<file path="src/hw/rtl/sms_pkg.sv">
package sms_pkg;

  typedef enum logic [1:0] {
    KIND_INSERT = 2'd0,
    KIND_REMOVE = 2'd1,
    KIND_COUNT  = 2'd2
  } kind_t;

  typedef struct packed {
    kind_t              kind;
    logic signed [31:0] value;
  } in_item_t;

  typedef struct packed {
    logic       ok;
    logic [4:0] occurrences;
    logic [4:0] size_now;
    logic       is_empty;
    logic       is_full;
  } out_item_t;

  // per-item control broadcast to every cell
  typedef struct packed {
    logic ins_en;
    logic rem_en;
    logic descending;
  } cell_ctl_t;

  // what travels down the tally pipeline beside the match flags
  typedef struct packed {
    logic       valid;
    kind_t      kind;
    logic       ins_ok;
    logic       rem_ok;
    logic [4:0] size_now;
    logic       is_empty;
    logic       is_full;
  } tally_head_t;

  localparam int APB_ADDR_BITS = 3;
  localparam int APB_DATA_BITS = 32;
  localparam logic [APB_ADDR_BITS-1:0] REG_ORDER_ADDR = 3'd0;

  localparam int GROUP_BITS = 8;

endpackage

</file>
<file path="src/hw/rtl/sms_cell.sv">
module sms_cell #(
  parameter int VALUE_BITS = 32
) (
  input  logic                         clk,
  input  sms_pkg::cell_ctl_t           ctl,
  input  logic                         occupied,
  input  logic signed [VALUE_BITS-1:0] key,
  input  logic signed [VALUE_BITS-1:0] left_val,
  input  logic signed [VALUE_BITS-1:0] right_val,
  input  logic                         ins_before_in,
  input  logic                         rem_found_in,
  output logic                         ins_before_out,
  output logic                         rem_found_out,
  output logic                         match,
  output logic signed [VALUE_BITS-1:0] val
);
  import sms_pkg::*;

  logic goes_before;
  logic hit;

  assign goes_before = ctl.descending ? (key >= val) : (key <= val);
  // an empty cell always takes the key if nothing ahead did
  assign hit            = !occupied || goes_before;
  assign match          = occupied && (val == key);
  assign ins_before_out = ins_before_in || hit;
  assign rem_found_out  = rem_found_in || match;

  always_ff @(posedge clk) begin
    if (ctl.ins_en) begin
      if (ins_before_in) begin
        val <= left_val;
      end else if (hit) begin
        val <= key;
      end
    end else if (ctl.rem_en && rem_found_out) begin
      val <= right_val;
    end
  end

endmodule

</file>
<file path="src/hw/rtl/sms_tally.sv">
module sms_tally #(
  parameter int CAPACITY = 16
) (
  input  logic                  clk,
  input  logic                  rst,
  input  logic                  advance,
  input  logic [CAPACITY-1:0]   flags,
  input  sms_pkg::tally_head_t  head,
  output logic                  res_valid,
  output sms_pkg::out_item_t    res
);
  import sms_pkg::*;

  localparam int CW     = $clog2(CAPACITY + 1);
  localparam int NG     = (CAPACITY + GROUP_BITS - 1) / GROUP_BITS;
  localparam int GW     = $clog2(GROUP_BITS + 1);
  localparam int PADDED = NG * GROUP_BITS;

  logic [PADDED-1:0] flags_q;
  tally_head_t       head1;
  logic [GW-1:0]     grp_q [NG];
  tally_head_t       head2;

  logic [PADDED-1:0] flags_pad;
  logic [GW-1:0]     grp_sum [NG];
  logic [CW-1:0]     total;
  logic [CW-1:0]     occ_full;
  logic [CW+4:0]     occ_wide;

  assign flags_pad = PADDED'(flags);

  always_comb begin
    for (int g = 0; g < NG; g++) begin
      grp_sum[g] = '0;
      for (int b = 0; b < GROUP_BITS; b++) begin
        grp_sum[g] = grp_sum[g] + GW'(flags_q[g*GROUP_BITS + b]);
      end
    end
  end

  always_comb begin
    total = '0;
    for (int g = 0; g < NG; g++) begin
      total = total + CW'(grp_q[g]);
    end
    occ_full = total + CW'(head2.ins_ok) - CW'(head2.rem_ok);
    occ_wide = (CW + 5)'(occ_full);
  end

  always_ff @(posedge clk) begin
    if (rst) begin
      head1.valid <= 1'b0;
      head2.valid <= 1'b0;
      res_valid   <= 1'b0;
    end else if (advance) begin
      flags_q <= flags_pad;
      head1   <= head;
      grp_q   <= grp_sum;
      head2   <= head1;
      res_valid <= head2.valid;
      res.occurrences <= occ_wide[4:0];
      res.size_now    <= head2.size_now;
      res.is_empty    <= head2.is_empty;
      res.is_full     <= head2.is_full;
      unique case (head2.kind)
        KIND_INSERT: res.ok <= head2.ins_ok;
        KIND_REMOVE: res.ok <= head2.rem_ok;
        default:     res.ok <= (total != '0);
      endcase
    end
  end

endmodule

</file>
<file path="src/hw/rtl/sorted_multiset_store.sv">
// channel   signals                          direction  moves
// in        in_valid, in_stall, in_data      into block one item: kind, value
// out       out_valid, out_stall, out_data   from block one result per item
// cfg       psel, penable, pwrite, paddr...  into block order_descending at 0x0
//
// one item a cycle while no result is held; each result comes out of the registered tally
// the chain of cells inserts or removes in the cycle the item is taken
// the copy count goes through a registered tally (flag, group-sum and result registers) behind the chain
// a stalled result freezes the tally pipeline and stalls the input
// rst clears the element count, the order and the pipeline valids
module sorted_multiset_store #(
  parameter int CAPACITY   = 16,
  parameter int VALUE_BITS = 32
) (
  input  logic                                clk,
  input  logic                                rst,
  input  logic                                in_valid,
  output logic                                in_stall,
  input  sms_pkg::in_item_t                   in_data,
  output logic                                out_valid,
  input  logic                                out_stall,
  output sms_pkg::out_item_t                  out_data,
  input  logic                                psel,
  input  logic                                penable,
  input  logic                                pwrite,
  input  logic [sms_pkg::APB_ADDR_BITS-1:0]   paddr,
  input  logic [sms_pkg::APB_DATA_BITS-1:0]   pwdata,
  output logic [sms_pkg::APB_DATA_BITS-1:0]   prdata,
  output logic                                pready
);
  import sms_pkg::*;

  localparam int CW = $clog2(CAPACITY + 1);

  logic                         order_descending;
  logic [CW-1:0]                count;
  logic [CW-1:0]                count_next;
  logic [CW+4:0]                size_wide;

  logic                         advance;
  logic                         accept;
  logic                         ins_ok;
  logic                         rem_ok;
  logic signed [63:0]           key_ext;
  logic signed [VALUE_BITS-1:0] key;
  cell_ctl_t                    ctl;
  tally_head_t                  head;

  logic [CAPACITY-1:0]          occupied;
  logic [CAPACITY-1:0]          match;
  logic [CAPACITY:0]            ins_before;
  logic [CAPACITY:0]            rem_found;
  logic signed [VALUE_BITS-1:0] vals [CAPACITY];

  // config port, always ready
  assign pready = 1'b1;
  assign prdata = (paddr == REG_ORDER_ADDR) ? APB_DATA_BITS'(order_descending) : '0;

  always_ff @(posedge clk) begin
    if (rst) begin
      order_descending <= 1'b0;
    end else if (psel && penable && pwrite && (paddr == REG_ORDER_ADDR)) begin
      order_descending <= pwdata[0];
    end
  end

  // the whole pipeline moves unless a result is held
  assign advance  = !(out_valid && out_stall);
  assign in_stall = !advance;
  assign accept   = in_valid && advance;

  // sign-extend, then wrap to the stored width
  assign key_ext = 64'(in_data.value);
  assign key     = key_ext[VALUE_BITS-1:0];

  always_comb begin
    ins_ok = 1'b0;
    rem_ok = 1'b0;
    unique case (in_data.kind)
      KIND_INSERT: ins_ok = accept && (count < CW'(CAPACITY));
      KIND_REMOVE: rem_ok = accept && rem_found[CAPACITY];
      default: begin
      end
    endcase
  end

  assign ctl.ins_en     = ins_ok;
  assign ctl.rem_en     = accept && (in_data.kind == KIND_REMOVE);
  assign ctl.descending = order_descending;

  always_comb begin
    count_next = count;
    if (ins_ok) begin
      count_next = count + 1'b1;
    end else if (rem_ok) begin
      count_next = count - 1'b1;
    end
  end

  always_ff @(posedge clk) begin
    if (rst) begin
      count <= '0;
    end else begin
      count <= count_next;
    end
  end

  // cell chain: insert flag ripples right, remove flag ripples right,
  // values shift toward the tail on insert and toward the head on remove
  assign ins_before[0] = 1'b0;
  assign rem_found[0]  = 1'b0;

  for (genvar i = 0; i < CAPACITY; i++) begin : g_cell
    logic signed [VALUE_BITS-1:0] left_val;
    logic signed [VALUE_BITS-1:0] right_val;

    assign occupied[i] = CW'(i) < count;

    if (i == 0) begin : g_head
      assign left_val = key;
    end else begin : g_mid
      assign left_val = vals[i-1];
    end

    if (i == CAPACITY - 1) begin : g_tail
      assign right_val = vals[i];
    end else begin : g_body
      assign right_val = vals[i+1];
    end

    sms_cell #(
      .VALUE_BITS(VALUE_BITS)
    ) u_cell (
      .clk           (clk),
      .ctl           (ctl),
      .occupied      (occupied[i]),
      .key           (key),
      .left_val      (left_val),
      .right_val     (right_val),
      .ins_before_in (ins_before[i]),
      .rem_found_in  (rem_found[i]),
      .ins_before_out(ins_before[i+1]),
      .rem_found_out (rem_found[i+1]),
      .match         (match[i]),
      .val           (vals[i])
    );
  end

  // status after the operation travels with the match flags
  assign size_wide     = (CW + 5)'(count_next);
  assign head.valid    = accept;
  assign head.kind     = in_data.kind;
  assign head.ins_ok   = ins_ok;
  assign head.rem_ok   = rem_ok;
  assign head.size_now = size_wide[4:0];
  assign head.is_empty = (count_next == '0);
  assign head.is_full  = (count_next >= CW'(CAPACITY));

  sms_tally #(
    .CAPACITY(CAPACITY)
  ) u_tally (
    .clk      (clk),
    .rst      (rst),
    .advance  (advance),
    .flags    (match),
    .head     (head),
    .res_valid(out_valid),
    .res      (out_data)
  );

endmodule

</file>
<file path="config.mk">
export PLATFORM = sky130hd
export DESIGN_NAME = sorted_multiset_store
export DESIGN_NICKNAME = d
export VERILOG_FILES = /design/src/hw/rtl/sms_pkg.sv /design/src/hw/rtl/sms_cell.sv /design/src/hw/rtl/sms_tally.sv /design/src/hw/rtl/sorted_multiset_store.sv
export SDC_FILE = /design/constraint.sdc
export NUM_CORES = 2
export LEC_CHECK = 0
export ABC_AREA = 0
export BUFFER_PORTS_ARGS = -buffer_cell sky130_fd_sc_hd__buf_2
export CAP_MARGIN = 10
export CORE_ASPECT_RATIO = 1.25
export CORE_UTILIZATION = 55
export CTS_BUF_LIST = sky130_fd_sc_hd__clkbuf_8 sky130_fd_sc_hd__clkbuf_16
export DETAILED_ROUTE_END_ITERATION = 8
export MAX_ROUTING_LAYER = met4
export PLACE_DENSITY = 0.72
export REMOVE_ABC_BUFFERS = 1
export SLEW_MARGIN = 25
export SYNTH_ARGS = -nofsm -noshare
export SYNTH_HDL_FRONTEND = slang
export SYNTH_SLANG_ARGS = --single-unit
</file>
<file path="constraint.sdc">
create_clock -name clk -period 6.79 [get_ports clk]
set_input_delay 0.3395 -clock clk [delete_from_list [all_inputs] [get_ports clk]]
set_output_delay 0.3395 -clock clk [all_outputs]
set_load 0.03 [all_outputs]
</file>
==> impl_metrics.csv <==
group,metric,value,unit
status,status,"complete, no violations",
detailed_routing,met1_length,51600,microns
worst_setup_path,r2r-end,"g_cell[12].u_cell.val[17]",
sta,setup_viol,0,
detailed_routing,dr_wl_met2,59200,microns
cts,cts_buffers,60,
cells_and_area,layout-drive-gt1-share,0.0613,
synth,synth_cell_type_count,79,
die,die_x,250,microns
sta,final-max-slew-violation-count,0,
worst_setup_path,required,7200,ps
synth,synthCells,4554,
global_routing,antenna_found_initial,1,
die,dieArea,0.0780,sq mm
synth,synthFlopType,"edfxtp_1",
detailed_routing,routedWlPerCell,23.5,microns
detailed_routing,drc,0,
cts,clkTransAtPathRegs,60,ps
synth,synth_seq_cells,577,
detailed_routing,drtPass1Iterations,7,
cts,cts_tree,"built",
sta,finalClockSkew,38.1,ps
die,io_pins,124,
flow_run,maxCapViolations,0,
synth,synth_area_leader_cell,"edfxtp_1",
die,die_h,312,microns
sta,max_freq,0.183,GHz
global_routing,grt_pass1_wl,196000,microns
power_and_ir_drop,p_per_area,197,mW/mm^2
cts,cts_buffer_depth,3,
sta,grt_setup_unrepaired,"false",
synth,yosys_warnings,0,
sta,max_slew_margin,0.216,
cells_and_area,final_nets,5120,
sta,tightest_slew,1180,ps
global_routing,grt.total_usage,0.337,
place,placed_cell_area,0.0436,sq mm
worst_hold_path,hp-class,"in -> reg",
cts,cts-root-buf,"clkbuf_16",
sta,fin_tns_setup,0,ps
power_and_ir_drop,power,8.97,mW
global_routing,overflow,0,
global_routing,grt_max_degree,243,
worst_setup_path,r2r_cells,13,
global_routing,first_global_vias,33331,
sta,finalHoldViolations,0,
detailed_routing,drtAntennaViolNets,0,
worst_setup_path,startpoint,"g_cell[1].u_cell.val[15]",
sta,min_period,5470,ps
cells_and_area,fillers,6432,
die,rows,113,
worst_setup_path,worst-setup-path-type,"reg -> reg",
sta,whs,30.4,ps
detailed_routing,wl_met3,11700,microns
detailed_routing,drt_iter0_drc,4649,
power_and_ir_drop,peakVddDrop,0.000190,V
synth,syn_avg_cell_area,9.28,sq um
cells_and_area,area_delta_synth_final,7.95,%
detailed_routing,via_per_inst,6.42,
cells_and_area,final_cell_area,0.0456,sq mm
power_and_ir_drop,leakage,20.2,nW
cts,cts.sinks,577,
synth,synth.cell_area,0.0423,sq mm
cts,clk_latency,680,ps
synth,synth_edf_count,568,
place,dpl.hpwl,96900,microns
cts,htree_levels,2,
synth,ys_seq_area_frac,0.408,
worst_setup_path,timing.rr.start,"g_cell[1].u_cell.val[15]",
detailed_routing,wirelength,130000,microns
detailed_routing,topRoutingLayerUsed,"met4",
die,start_util,0.556,
cts,cts_resized,0,
sta,final.period_utilization,0.806,
worst_setup_path,worst-path-max-fanout,18,
synth,synth_area_leaders,"edfxtp_1, ha_1, inv_1",
synth,synth_top_area_share,0.404,
place,gp_congestion,0.964,
die,core_area,0.0761,sq mm
synth,async_flop_share,0,
worst_setup_path,cp_data_arrival_time,5880,ps
place,io_buffers,60,
cells_and_area,final_util,0.600,
worst_setup_path,r2r_setup_slack,1320,ps
worst_setup_path,start_kind,"flop",
worst_setup_path,crit_path_end_kind,"flop",
worst_setup_path,critPathCapture,"g_cell[12].u_cell.val[17]",
detailed_routing,vias,35492,
[synth_stat cells, types with 9 or more instances]
cell type	number
nor3_1	50
a21oi_1	380
a31oi_1	48
nor4_1	24
nor2_1	224
buf_1	21
inv_1	579
a21o_1	87
and2_1	13
a41oi_1	15
nand3_1	119
o211ai_1	25
o221ai_1	102
clkbuf_1	198
o21a_1	22
a221o_1	27
and3_1	13
nor2b_1	42
buf_2	22
xnor2_1	12
xor2_1	9
ha_1	531
nand4_1	116
mux2i_1	111
o31ai_1	10
edfxtp_1	568
a211oi_1	21
o21ai_0	332
buf_4	55
nand2_1	502
nand2b_1	10
fa_1	10
a311oi_1	26
o31a_1	29
and4_1	14
a22oi_1	69
dfxtp_1	9
[worst max-delay path, stage by stage, from the launching register on]
cell,delay (ps)
edfxtp_1,420
inv_1,60
ha_1,290
nand4_1,200
nor3_1,540
a21boi_0,480
o41ai_1,200
nand3_1,120
nor3b_1,480
and4_1,560
and4_2,430
a21o_1,670
o21ai_4,400
buf_4,340
[report_power, final]
group	total (mW)	switching, mW	internal, mW
Clock	3.46	1.53	1.92
Sequential	4.16	0.0769	4.08
Combinational	1.36	0.879	0.478
Total	8.97	2.49	6.48
[per-stage QoR]
step,worst slack [ps],std cells
after global routing,1030,5532
after detailed placement,1150,5412
after CTS,1490,5530
after floorplan,-17310,4287
final,1320,5532
after global placement,1200,5408
[worst min path at each step]
stage / from / end / slack (ps) / cells after the start
after floorplan: u_tally.head1[0] / u_tally.head2[0] / 400 / 0
after global placement: u_tally.head1[2] / u_tally.head2[2] / 400 / 0
after detailed placement: u_tally.head1[4] / u_tally.head2[4] / 400 / 0
after CTS: out_stall / u_tally.head2[11] / 20 / 4
after global routing: out_stall / u_tally.head2[11] / 50 / 4
final: penable / order_descending / 30 / 4
[cell usage in the layout (no fill, tap or decap), types with 26 or more instances in the layout]
master / synthesis / layout
nand2_1: 502 / 499
nor2_1: 224 / 222
inv_1: 579 / 590
a221o_1: 27 / 27
a21o_1: 87 / 87
buf_4: 55 / 80
a311oi_1: 26 / 26
o21ai_0: 332 / 322
edfxtp_1: 568 / 568
o221ai_1: 102 / 102
o31a_1: 29 / 29
a31oi_1: 48 / 48
buf_2: 22 / 60
nand4_1: 116 / 116
clkbuf_16: 0 / 61
mux2i_1: 111 / 110
ha_1: 531 / 531
nor3_1: 50 / 48
conb_1: 2 / 32
nand3_1: 119 / 117
nor2b_1: 42 / 42
a22oi_1: 69 / 69
a21oi_1: 380 / 380
[layout make-up]
class,instances,area [sq um],area share
flip-flops and latches,577,17200,0.378
well taps,977,1220,0.0268
clock inverters,52,439,0.00963
diodes,1,2.50,0.0000548
multi-input cells,3129,21800,0.479
clock buffers,61,1530,0.0335
inverters,581,2190,0.0480
repair buffers,154,1170,0.0256
[registers in the layout, summed over array words and instances, names as in the netlist]
signal and flops:
u_tally.grp_q 8, count 5, u_tally.flags_q 16, order_descending 1, u_tally.res_valid 1, g_cell.u_cell.val 512
u_tally.head2 11, u_tally.head1 11, u_tally.res 12
[cells by family (layout without fill, tap and decap cells)]
group | count (synthesis) | count (layout) | synth area share
adder cells (fa/ha/maj) | 541 | 541 | 0.162
AO/OA/AOI/OAI | 1246 | 1246 | 0.186
other | 2 | 33 | 0.000178
XOR/XNOR | 21 | 21 | 0.00435
buffers and inverters | 878 | 848 | 0.0837
AND/OR/NAND/NOR | 1172 | 1172 | 0.129
flip-flops | 577 | 577 | 0.408
multiplexers | 117 | 117 | 0.0279
[routing by layer]
metal,global-route usage,up-vias
met5,-,-
met4,0.170,0
met3,0.0446,313
met2,0.518,1847
met1,0.437,16906
li1,-,16426
[what timing repair did]
action	4_1_cts	5_1_grt
hold buffers	5	0
setup endpoints to repair	0	0
setup buffers	0	0
endpoints found under the hold margin	8	0
Note: power is estimated with default switching activity, not from simulation.
